## src/tlssni_pkg.sv

```systemverilog
`default_nettype none
// Shared types and constants for the TLS ClientHello server-name extractor.
package tlssni_pkg;

  localparam logic [7:0]  REC_HANDSHAKE   = 8'h16;
  localparam logic [7:0]  HS_CLIENT_HELLO = 8'h01;
  localparam int          PREFIX_LEN      = 43;
  localparam logic [15:0] EXT_SERVER_NAME = 16'h0000;

  localparam logic [8:0]  CAPACITY_RESET  = 9'd256;

  localparam logic KIND_NAME    = 1'b0;
  localparam logic KIND_VERDICT = 1'b1;

  localparam int QUEUE_DEPTH = 4;

  typedef enum logic [3:0] {
    PH_HEADER       = 4'd0,
    PH_SID_LEN      = 4'd1,
    PH_SID_SKIP     = 4'd2,
    PH_CS_HI        = 4'd3,
    PH_CS_LO        = 4'd4,
    PH_CS_SKIP      = 4'd5,
    PH_CM_LEN       = 4'd6,
    PH_CM_SKIP      = 4'd7,
    PH_EXT_TOTAL_HI = 4'd8,
    PH_EXT_TOTAL_LO = 4'd9,
    PH_EXT_HDR      = 4'd10,
    PH_EXT_SKIP     = 4'd11,
    PH_SNI_HDR      = 4'd12,
    PH_NAME         = 4'd13,
    PH_DONE         = 4'd14
  } phase_t;

  typedef struct packed {
    logic       kind;
    logic [7:0] name_char;
    logic       found;
    logic [7:0] copied_len;
    logic       last_of_run;
  } result_t;

  typedef struct packed {
    logic [1:0] cnt;
    result_t    r0;
    result_t    r1;
  } push_t;

endpackage
`default_nettype wire

```

## src/tlssni_parse.sv

```systemverilog
`default_nettype none
// Input register and per-byte ClientHello parser producing up to two results.
module tlssni_parse #(
  parameter int POSITION_WIDTH = 18
) (
  input  wire                 clk,
  input  wire                 rst,
  input  wire                 item_valid,
  output logic                item_stall,
  input  wire  [7:0]          data_byte,
  input  wire                 end_of_packet,
  input  wire  [8:0]          name_capacity,
  input  wire                 room,
  output tlssni_pkg::push_t   push
);
  import tlssni_pkg::*;

  localparam int W = POSITION_WIDTH;

  logic       in_vld;
  logic [7:0] in_byte;
  logic       in_eop;
  logic       go;
  logic       accept;

  logic [W-1:0] pos, pos_next;
  phase_t       phase, phase_next;
  logic [15:0]  acc, acc_next;
  logic [15:0]  skip, skip_next;
  logic [W-1:0] ext_end, ext_end_next;
  logic [15:0]  ext_code, ext_code_next;
  logic [7:0]   sent, sent_next;
  logic         verdict_done, verdict_done_next;

  logic [W:0]   next_pos;
  logic [7:0]   lim;
  logic         name_emit;
  logic         verdict_now;
  logic         verdict_ok;
  logic         verdict_any;
  result_t      name_res;
  result_t      verd_res;

  assign go         = in_vld && room;
  assign item_stall = in_vld && !go;
  assign accept     = item_valid && !item_stall;

  always_ff @(posedge clk) begin
    if (rst) begin
      in_vld <= 1'b0;
    end else if (accept) begin
      in_vld <= 1'b1;
    end else if (go) begin
      in_vld <= 1'b0;
    end
    if (accept) begin
      in_byte <= data_byte;
      in_eop  <= end_of_packet;
    end
  end

  always_comb begin
    if (name_capacity[8]) begin
      lim = 8'hFF;
    end else if (name_capacity[7:0] == 8'd0) begin
      lim = 8'd0;
    end else begin
      lim = name_capacity[7:0] - 8'd1;
    end
  end

  assign next_pos = {1'b0, pos} + (W+1)'(1);

  always_comb begin
    pos_next          = pos;
    phase_next        = phase;
    acc_next          = acc;
    skip_next         = skip;
    ext_end_next      = ext_end;
    ext_code_next     = ext_code;
    sent_next         = sent;
    verdict_done_next = verdict_done;
    name_emit         = 1'b0;
    verdict_now       = 1'b0;
    verdict_ok        = 1'b0;
    verdict_any       = 1'b0;
    name_res          = '0;
    verd_res          = '0;
    push              = '0;

    if (go) begin
      case (phase)
        PH_HEADER: begin
          if ((pos == W'(0) && in_byte != REC_HANDSHAKE) ||
              (pos == W'(5) && in_byte != HS_CLIENT_HELLO)) begin
            verdict_now = 1'b1;
          end else if (pos >= W'(PREFIX_LEN - 1)) begin
            phase_next = PH_SID_LEN;
          end
        end
        PH_SID_LEN: begin
          skip_next  = {8'd0, in_byte};
          phase_next = (in_byte != 8'd0) ? PH_SID_SKIP : PH_CS_HI;
        end
        PH_SID_SKIP: begin
          if (skip <= 16'd1) begin
            skip_next  = '0;
            phase_next = PH_CS_HI;
          end else begin
            skip_next = skip - 16'd1;
          end
        end
        PH_CS_HI: begin
          acc_next   = {in_byte, 8'd0};
          phase_next = PH_CS_LO;
        end
        PH_CS_LO: begin
          acc_next   = acc | {8'd0, in_byte};
          skip_next  = acc_next;
          phase_next = (acc_next != 16'd0) ? PH_CS_SKIP : PH_CM_LEN;
        end
        PH_CS_SKIP: begin
          if (skip <= 16'd1) begin
            skip_next  = '0;
            phase_next = PH_CM_LEN;
          end else begin
            skip_next = skip - 16'd1;
          end
        end
        PH_CM_LEN: begin
          skip_next  = {8'd0, in_byte};
          phase_next = (in_byte != 8'd0) ? PH_CM_SKIP : PH_EXT_TOTAL_HI;
        end
        PH_CM_SKIP: begin
          if (skip <= 16'd1) begin
            skip_next  = '0;
            phase_next = PH_EXT_TOTAL_HI;
          end else begin
            skip_next = skip - 16'd1;
          end
        end
        PH_EXT_TOTAL_HI: begin
          acc_next   = {in_byte, 8'd0};
          phase_next = PH_EXT_TOTAL_LO;
        end
        PH_EXT_TOTAL_LO: begin
          acc_next = acc | {8'd0, in_byte};
          if (next_pos + (W+1)'(acc_next) > {1'b0, {W{1'b1}}}) begin
            ext_end_next = {W{1'b1}};
          end else begin
            ext_end_next = W'(next_pos + (W+1)'(acc_next));
          end
          if (next_pos + (W+1)'(4) > {1'b0, ext_end_next}) begin
            verdict_now = 1'b1;
          end else begin
            phase_next = PH_EXT_HDR;
            skip_next  = '0;
          end
        end
        PH_EXT_HDR: begin
          if (skip < 16'd2) begin
            ext_code_next = {ext_code[7:0], in_byte};
          end else begin
            acc_next = {acc[7:0], in_byte};
          end
          if (skip >= 16'd3) begin
            if (ext_code_next == EXT_SERVER_NAME) begin
              phase_next = PH_SNI_HDR;
              skip_next  = '0;
            end else if (acc_next == 16'd0) begin
              if (next_pos + (W+1)'(4) > {1'b0, ext_end}) begin
                verdict_now = 1'b1;
              end else begin
                phase_next = PH_EXT_HDR;
                skip_next  = '0;
              end
            end else begin
              skip_next  = acc_next;
              phase_next = PH_EXT_SKIP;
            end
          end else begin
            skip_next = skip + 16'd1;
          end
        end
        PH_EXT_SKIP: begin
          if (skip <= 16'd1) begin
            skip_next = '0;
            if (next_pos + (W+1)'(4) > {1'b0, ext_end}) begin
              verdict_now = 1'b1;
            end else begin
              phase_next = PH_EXT_HDR;
            end
          end else begin
            skip_next = skip - 16'd1;
          end
        end
        PH_SNI_HDR: begin
          if (skip >= 16'd3) begin
            acc_next = {acc[7:0], in_byte};
          end
          if (skip >= 16'd4) begin
            if (acc_next == 16'd0 || lim == 8'd0) begin
              verdict_now = 1'b1;
            end else begin
              skip_next  = acc_next;
              phase_next = PH_NAME;
            end
          end else begin
            skip_next = skip + 16'd1;
          end
        end
        PH_NAME: begin
          if (sent < lim) begin
            name_emit = 1'b1;
            sent_next = sent + 8'd1;
          end
          if (skip <= 16'd1) begin
            skip_next   = '0;
            verdict_now = 1'b1;
            verdict_ok  = (sent_next != 8'd0);
          end else begin
            skip_next = skip - 16'd1;
          end
        end
        default: begin
        end
      endcase

      if (verdict_now) begin
        phase_next        = PH_DONE;
        verdict_done_next = 1'b1;
      end

      pos_next = next_pos[W] ? {W{1'b1}} : next_pos[W-1:0];

      // close the packet with a failure if nothing has been said yet
      verdict_any = verdict_now || (in_eop && !verdict_done_next);

      name_res.kind      = KIND_NAME;
      name_res.name_char = in_byte;

      verd_res.kind        = KIND_VERDICT;
      verd_res.found       = verdict_now && verdict_ok;
      verd_res.copied_len  = sent_next;
      verd_res.last_of_run = 1'b1;

      push.cnt = {1'b0, name_emit} + {1'b0, verdict_any};
      push.r0  = name_emit ? name_res : verd_res;
      push.r1  = verd_res;

      if (in_eop) begin
        pos_next          = '0;
        phase_next        = PH_HEADER;
        acc_next          = '0;
        skip_next         = '0;
        ext_end_next      = '0;
        ext_code_next     = '0;
        sent_next         = '0;
        verdict_done_next = 1'b0;
      end
    end
  end

  always_ff @(posedge clk) begin
    if (rst) begin
      pos          <= '0;
      phase        <= PH_HEADER;
      acc          <= '0;
      skip         <= '0;
      ext_end      <= '0;
      ext_code     <= '0;
      sent         <= '0;
      verdict_done <= 1'b0;
    end else begin
      pos          <= pos_next;
      phase        <= phase_next;
      acc          <= acc_next;
      skip         <= skip_next;
      ext_end      <= ext_end_next;
      ext_code     <= ext_code_next;
      sent         <= sent_next;
      verdict_done <= verdict_done_next;
    end
  end

`ifndef SYNTHESIS
  a_eop_clears: assert property (@(posedge clk) disable iff (rst)
    go && in_eop |=> phase == PH_HEADER && pos == '0 && !verdict_done)
    else $error("packet state not cleared after final byte");

  a_verdict_phase: assert property (@(posedge clk) disable iff (rst)
    verdict_done |-> phase == PH_DONE)
    else $error("verdict given but parser still active");

  a_pair_order: assert property (@(posedge clk) disable iff (rst)
    push.cnt == 2'd2 |-> push.r0.kind == KIND_NAME && push.r1.kind == KIND_VERDICT)
    else $error("two results from one byte not name then verdict");
`endif

endmodule
`default_nettype wire

```

## src/tlssni_queue.sv

```systemverilog
`default_nettype none
// Result queue taking up to two results per cycle and delivering one when not stalled.
module tlssni_queue (
  input  wire                 clk,
  input  wire                 rst,
  input  tlssni_pkg::push_t   push,
  output logic                room,
  output logic                result_valid,
  input  wire                 result_stall,
  output tlssni_pkg::result_t head
);
  import tlssni_pkg::*;

  localparam int PW = $clog2(QUEUE_DEPTH);
  localparam int CW = $clog2(QUEUE_DEPTH + 1);

  result_t       q [QUEUE_DEPTH];
  logic [PW-1:0] wp;
  logic [PW-1:0] rp;
  logic [CW-1:0] count;
  logic          pop;

  assign result_valid = (count != '0);
  assign pop          = result_valid && !result_stall;
  assign room         = (count <= CW'(QUEUE_DEPTH - 2));
  assign head         = q[rp];

  always_ff @(posedge clk) begin
    if (rst) begin
      wp    <= '0;
      rp    <= '0;
      count <= '0;
    end else begin
      wp    <= wp + PW'(push.cnt);
      rp    <= rp + PW'(pop);
      count <= count + CW'(push.cnt) - CW'(pop);
    end
    if (push.cnt != 2'd0) begin
      q[wp] <= push.r0;
    end
    if (push.cnt == 2'd2) begin
      q[wp + PW'(1)] <= push.r1;
    end
  end

`ifndef SYNTHESIS
  a_no_overflow: assert property (@(posedge clk) disable iff (rst)
    push.cnt != 2'd0 |-> (count + CW'(push.cnt)) <= CW'(QUEUE_DEPTH))
    else $error("result queue overflow");

  a_hold_count: assert property (@(posedge clk) disable iff (rst)
    !pop && push.cnt == 2'd0 |=> $stable(count))
    else $error("queue fill changed without push or pop");

  a_head_hold: assert property (@(posedge clk) disable iff (rst)
    result_valid && result_stall |=> result_valid && $stable(head))
    else $error("stalled result changed");
`endif

endmodule
`default_nettype wire

```

## src/tls_client_hello_sni_extractor.sv

```systemverilog
`default_nettype none
// Top level of the TLS ClientHello server-name extractor.
//
// Takes one payload byte per cycle, with end_of_packet on the final byte,
// and returns the server name bytes followed by one verdict per packet.
// A byte is accepted every cycle while the result queue has room; results
// pass the input register and the queue. The byte that ends the name,
// if copied, or a name byte that is also the packet's final byte, yields
// two results (name byte and verdict), which leave the four-entry queue
// one per unstalled cycle, so the output side sets the sustained rate on
// such bytes. On a failure verdict the consumer drops the name bytes
// already delivered. name_capacity is written through cfg_write_enable
// and cfg_write_data and should change only while the block is idle.
module tls_client_hello_sni_extractor #(
  parameter int POSITION_WIDTH = 18
) (
  input  wire        clk,
  input  wire        rst,
  input  wire        cfg_write_enable,
  input  wire  [8:0] cfg_write_data,
  input  wire        item_valid,
  output logic       item_stall,
  input  wire  [7:0] data_byte,
  input  wire        end_of_packet,
  output logic       result_valid,
  input  wire        result_stall,
  output logic       result_kind,
  output logic [7:0] name_char,
  output logic       found,
  output logic [7:0] copied_len,
  output logic       last_of_run
);
  import tlssni_pkg::*;

  logic [8:0] name_capacity;
  logic       room;
  push_t      push;
  result_t    head;

  always_ff @(posedge clk) begin
    if (rst) begin
      name_capacity <= CAPACITY_RESET;
    end else if (cfg_write_enable) begin
      name_capacity <= cfg_write_data;
    end
  end

  tlssni_parse #(
    .POSITION_WIDTH(POSITION_WIDTH)
  ) u_parse (
    .clk          (clk),
    .rst          (rst),
    .item_valid   (item_valid),
    .item_stall   (item_stall),
    .data_byte    (data_byte),
    .end_of_packet(end_of_packet),
    .name_capacity(name_capacity),
    .room         (room),
    .push         (push)
  );

  tlssni_queue u_queue (
    .clk         (clk),
    .rst         (rst),
    .push        (push),
    .room        (room),
    .result_valid(result_valid),
    .result_stall(result_stall),
    .head        (head)
  );

  assign result_kind = head.kind;
  assign name_char   = head.name_char;
  assign found       = head.found;
  assign copied_len  = head.copied_len;
  assign last_of_run = head.last_of_run;

endmodule
`default_nettype wire
```

## config.mk

```make
export PLATFORM = sky130hd
export DESIGN_NAME = tls_client_hello_sni_extractor
export DESIGN_NICKNAME = d
export VERILOG_FILES = /design/src/tlssni_pkg.sv /design/src/tlssni_parse.sv /design/src/tlssni_queue.sv /design/src/tls_client_hello_sni_extractor.sv
export SDC_FILE = /design/constraint.sdc
export NUM_CORES = 1
export LEC_CHECK = 0
export ABC_AREA = 1
export BUFFER_PORTS_ARGS = -buffer_cell sky130_fd_sc_hd__buf_2
export CAP_MARGIN = 20
export CORE_ASPECT_RATIO = 0.9
export CORE_MARGIN = 2
export CORE_UTILIZATION = 50
export CTS_CLUSTER_SIZE = 10
export DETAILED_ROUTE_END_ITERATION = 10
export HOLD_SLACK_MARGIN = 0.06
export PLACE_DENSITY_LB_ADDON = 0.08
export SLEW_MARGIN = 10
export SYNTH_ARGS = -nofsm -noshare
export SYNTH_HDL_FRONTEND = slang
export SYNTH_HIERARCHICAL = 1
export SYNTH_SLANG_ARGS = --single-unit
```

## constraint.sdc

```tcl
create_clock -name clk -period 7.9 [get_ports clk]
set_input_delay 0.395 -clock clk [delete_from_list [all_inputs] [get_ports clk]]
set_output_delay 0.395 -clock clk [all_outputs]
set_load 0.1 [all_outputs]
```

==> metrics.yaml, run 1 <==
yosys:
  yosys.area.top_type: "edfxtp_1"
  ys_ff_latch: 199
  yosysTopAreaCellShare_pct: 17.6
  synth_cell_type_count: 58
  ys_seq_area_share_pct: 33.4
  synth_area_mm2: 0.0145
  avgSynthCellArea_um2: 6.90
  synth_edf_count: 85
  synth.most_common_cell: "nand2_1"
  synth_top_flop_cell: "dfxtp_1"
  async_reset_ff_share_pct: 0
  syn_inst: 2100
  ys_top_cells_by_area: "edfxtp_1, dfxtp_1, nand2_1"
  synth_common_cells: "nand2_1, inv_1, nor2_1"
  yosys_warnings: 6
routing:
  dr.pass1.iters: 6
  drt-total-wl_mm: 42.4
  ant_nets: 0
  viasPerCell: 5.70
  drc: 0
  routed-via-count: 14100
  drtIter0Drc: 1459
  wire_per_inst_um: 17.1
floorplan:
  row_count: 59
  core_mm2: 0.0287
  die_w_um: 183
  start_util_pct: 50.4
  die_h_um: 165
  pin_count: 44
  die-area_mm2: 0.0303
clocking:
  ctsHoldBuffers: 0
  clock-root-buffer: "clkbuf_16"
  cts_resized: 0
  cts_tree: "done"
  cts_inserted_buffers: 17
  post_cts.repair.setup_buffers: 0
  cts_max_path_buffers: 2
  clock_latency_ps: 460
  htreeDepth: 4
  clock_sinks: 199
  clk_pin_slew_worst_paths_ps: 80
worst_setup_path:
  worstSetupEndpointType: "flop"
  slowest_stage: "dfxtp_1"
  critPathRequiredTime_ps: 8030
  max_stage_delay_ps: 590
  cp_max_fo: 39
  cpMostUsedCell: "nand2_1"
  arrival_ps: 7510
  critical_path_class: "reg2reg"
  startpoint_type: "flop"
sta:
  finalSetupViolCount: 0
  hold_viol: 0
  slew_viol_final: 0
  tightest_slew_ps: 1080
  rsz0062_at_grt: "no"
  period_share_pct: 93.4
  slew_headroom_pct: 27.6
  period_minus_slack_ps: 7380
  holdWs_ps: 116
  fin_skew_ps: 15.9
  timing.setup.tns_ps: 0
  max_freq_mhz: 136
grt:
  grt_max_degree: 55
  grt_usage_pct: 28.4
  grt_pass1_wl_mm: 68.4
  grt_pass1_vias: 13000
  antenna_found_initial: 0
  overflow: 0
pwr:
  irDropWorstVdd_v: 0.000171
  power_leakage_nw: 6.31
  power.total_w: 0.00373
  p_per_area_mw_per_mm2: 242
placement:
  dpl_cell_area_mm2: 0.0148
  portBuffers: 43
  place_congestion: 0.991
  dp.final_hpwl_mm: 31.3
run:
  maxCapViolCount: 0
final_layout:
  fin_util_pct: 53.7
  nNetsFinal: 2190
  antennaDiodeCount: 0
  syn_to_final_growth_pct: 6.44
  finalInstanceArea_mm2: 0.0154
  drive_gt1_share_pct: 6.98
hold_path:
  hp-class: "in2reg"
outcome:
  status: "completed"
-- registers in the layout (all words and copies together) (netlist names) --
signal and cells:
u_queue/rp 2, u_parse/verdict_done 1, u_queue/wp 2, u_queue/q 76, u_parse/in_byte 8, u_parse/sent 8
name_capacity 9, u_parse/phase 4, u_parse/in_vld 1, u_parse/ext_end 18, u_parse/acc 16, u_parse/pos 18
u_queue/count 3, u_parse/in_eop 1, u_parse/ext_code 16, u_parse/skip 16
-- per-layer routing --
layer | routed length, um | track usage, % | up-vias
met3 | 2740 | 4.80 | 63
li1 | - | - | 6995
met4 | 822 | 7.42 | 0
met2 | 19300 | 47.3 | 509
met5 | 0 | 0 | -
met1 | 19500 | 38.3 | 6527
-- cell type report --
class / instances / area [um2]
well taps: 366 / 458
flip-flops and latches: 199 / 4830
clock buffers: 18 / 429
clock inverters: 14 / 178
fillers: 2838 / 13300
inverters: 242 / 911
multi-input cells: 1572 / 8260
repair buffers: 61 / 350
-- final timing paths --
path / from / end / slack (ps) / cells after the start
worst max-delay path: u_parse/pos[0]$_SDFFE_PP0P_ / u_queue/q[1][0]$_DFFE_PP_ / 520 / 40
worst min-delay path: end_of_packet / u_parse/in_eop$_DFFE_PP_ / 120 / 1
worst max register to register: u_parse/pos[0]$_SDFFE_PP0P_ / u_queue/q[1][0]$_DFFE_PP_ / 520 / 40
worst min register to register: u_parse/ext_code[14]$_SDFFE_PP0P_ / u_parse/ext_code[14]$_SDFFE_PP0P_ / 470 / 2
-- logic make-up (layout without fill, tap and decap cells) --
| group | count (synthesis) | count (layout) | synth area share [%] |
|---|---|---|---|
| flip-flops | 199 | 199 | 33.4 |
| AO/OA/AOI/OAI | 487 | 487 | 18.6 |
| other | 1 | 8 | 0.0259 |
| adder cells (fa/ha/maj) | 74 | 74 | 6.50 |
| XOR/XNOR | 56 | 56 | 3.44 |
| AND/OR/NAND/NOR | 947 | 947 | 27.8 |
| buffers and inverters | 336 | 335 | 10.2 |
-- placed cells by master, fill, tap and decap left out, types with 7 or more instances in the layout --
master and n:
nand2_1 508, inv_1 231, nor2_1 227, a21oi_1 168, o21ai_0 158, dfxtp_1 114, nand3_1 90, edfxtp_1 85
ha_1 72, o21ai_1 60, buf_2 43, xor2_1 42, nand4_1 33, nor3_1 32, o211ai_1 22, o22ai_1 22
buf_4 18, clkbuf_16 17, o221ai_1 17, xnor2_1 13, nor4_1 11, nand2_2 9, nor2_2 8, conb_1 8
or2_2 7
-- per-stage QoR --
stage          setup WS, ps  instances
3_3_place_gp            743       2439
2_1_floorplan           796       2107
5_1_grt                64.6       2472
3_5_place_dp            469       2439
4_1_cts                 429       2471
6_report                522       2472
-- power by group --
| part | leakage (nW) | switching, W | internal (W) |
|---|---|---|---|
| Sequential | 1.70 | 0.0000687 | 0.00114 |
| Clock | 0.293 | 0.000463 | 0.000457 |
| Combinational | 4.32 | 0.00123 | 0.000378 |
-- worst max-delay path: cells and delay by family (launching register included) --
| kind | cells | cell delay [ps] |
|---|---|---|
| adder cells (fa/ha/maj) | 4 | 1130 |
| buffers and inverters | 7 | 1040 |
| flip-flops | 1 | 590 |
| AND/OR/NAND/NOR | 21 | 3070 |
| AO/OA/AOI/OAI | 7 | 900 |
| XOR/XNOR | 1 | 310 |
(Power assumes the default switching activity.)
==> run 2: changes to the inputs <==
Settings changed: PLACE_DENSITY set to 0.74, PLACE_DENSITY_LB_ADDON 0.08 to unset.
==> metrics.yaml, run 2 (synthesis results as in run 1) <==
worst_setup_path:
  critPathRequiredTime_ps: 8030
  worstSetupEndpointType: "flop"
  critical_path_class: "reg2reg"
  startpoint_type: "flop"
  slowest_stage: "dfxtp_1"
  cp_max_fo: 19
  max_stage_delay_ps: 570
  arrival_ps: 7470
sta:
  hold_viol: 0
  timing.setup.tns_ps: 0
  slew_viol_final: 0
  period_share_pct: 92.9
  fin_skew_ps: 19.4
  holdWs_ps: 115
  finalSetupViolCount: 0
  tightest_slew_ps: 1040
  rsz0062_at_grt: "no"
  max_freq_mhz: 136
  period_minus_slack_ps: 7340
  slew_headroom_pct: 30.7
routing:
  wire_per_inst_um: 16.8
  drt-total-wl_mm: 41.5
  ant_nets: 0
  wl_met1_mm: 18.4
  dr_wl_met2_mm: 18.9
  drc: 0
  dr_wl_met3_mm: 3.35
  drtIter0Drc: 1530
  dr.pass1.iters: 6
  top_layer_used: "met4"
  viasPerCell: 5.76
  routed-via-count: 14300
pwr:
  irDropWorstVdd_v: 0.000199
  internal-power_w: 0.00196
  p_comb_share_pct: 43.7
  p_sw_share_pct: 46.9
  pwr-share-clk_pct: 23.6
  power_leakage_nw: 6.29
  p_per_area_mw_per_mm2: 240
  p_seq_share_pct: 32.7
  switchingPower_w: 0.00173
final_layout:
  final_cells: 2473
  fillers: 2783
  antennaDiodeCount: 0
  largest_register_ff_count: 76
  nNetsFinal: 2191
  top_register: "u_queue/q"
  syn_to_final_growth_pct: 5.99
  layout_commonest_cell: "nand2_1"
  drive_gt1_share_pct: 6.79
  top_regs: "u_queue/q (76), u_parse/ext_end (18), u_parse/pos (18)"
  mostFrequentLayoutCells: "nand2_1, inv_1, nor2_1"
clocking:
  ctsHoldBuffers: 0
  clock-root-buffer: "clkbuf_16"
  post_cts.repair.setup_buffers: 0
  clock_sinks: 199
  cts_resized: 0
  clk_pin_slew_worst_paths_ps: 80
  cts_tree: "done"
  cts_max_path_buffers: 2
  clock_latency_ps: 450
  htreeDepth: 4
  cts_inserted_buffers: 17
placement:
  dp.final_hpwl_mm: 30.3
  dp.cells: 2440
  portBuffers: 43
  place_congestion: 1.02
run:
  maxCapViolCount: 0
floorplan:
  row_count: 59
  die_h_um: 165
  pin_count: 44
  core_mm2: 0.0287
  die-area_mm2: 0.0303
  start_util_pct: 50.4
  die_w_um: 183
grt:
  grt_pass1_vias: 13200
  grt_max_degree: 89
  grt_pass1_wl_mm: 67.5
  grt_usage_pct: 27.9
  overflow: 0
  antenna_found_initial: 0
hold_path:
  hp-class: "in2reg"
outcome:
  status: "completed"
[run 2: metal layers]
layer / global-route usage (%) / up-vias
li1: - / 6994
met1: 37.5 / 6500
met2: 46.2 / 678
met3: 4.19 / 82
met4: 8.76 / 0
met5: 0 / -
[run 2: critical path, delay by kind of cell (launching register included)]
family,cells,cell delay (ps)
compound gates,5,840
xor+xnor,1,300
fa+ha+maj,4,1240
buf+inv,6,910
flops,1,570
simple gates,21,3150
[run 2: final timing paths]
check                                        start                               end  slack, ps  depth (start not counted)
setup / recovery       u_parse/pos[0]$_SDFFE_PP0P_         u_queue/q[3][2]$_DFFE_PP_        560                         37
hold / removal                       end_of_packet          u_parse/in_eop$_DFFE_PP_        110                          1
setup reg to reg       u_parse/pos[0]$_SDFFE_PP0P_         u_queue/q[3][2]$_DFFE_PP_        560                         37
hold reg to reg   u_parse/ext_end[17]$_SDFFE_PP0P_  u_parse/ext_end[17]$_SDFFE_PP0P_        470                          2
[run 2: cell type report]
cell class,count,area [um2],area share [%]
Sequential cell,199,4830,31.5
Inverter,242,911,5.93
Multi-Input combinational cell,1572,8210,53.5
Clock buffer,17,425,2.77
Clock inverter,15,149,0.970
Tap cell,366,458,2.98
Timing Repair Buffer,62,358,2.33
[run 2: stage by stage]
stage                     setup slack, ps  power [W]  util [%]  instance area (um2)
after floorplan                       796    0.00250         -                14500
after global placement                935    0.00279      51.4                14800
after detailed placement              705    0.00280      51.4                14800
after CTS                             684    0.00367      53.4                15300
after global routing                 1.17    0.00389      53.5                15300
final                                 560    0.00369      53.5                15300
[run 2: power by group through the flow]
stage	Sequential (W)	Combinational, W	Clock, W
2_1_floorplan	0.00120	0.00130	0
3_3_place_gp	0.00122	0.00156	0
3_5_place_dp	0.00122	0.00158	0
4_1_cts	0.00120	0.00158	0.000889
5_1_grt	0.00121	0.00175	0.000928
6_report	0.00120	0.00161	0.000872
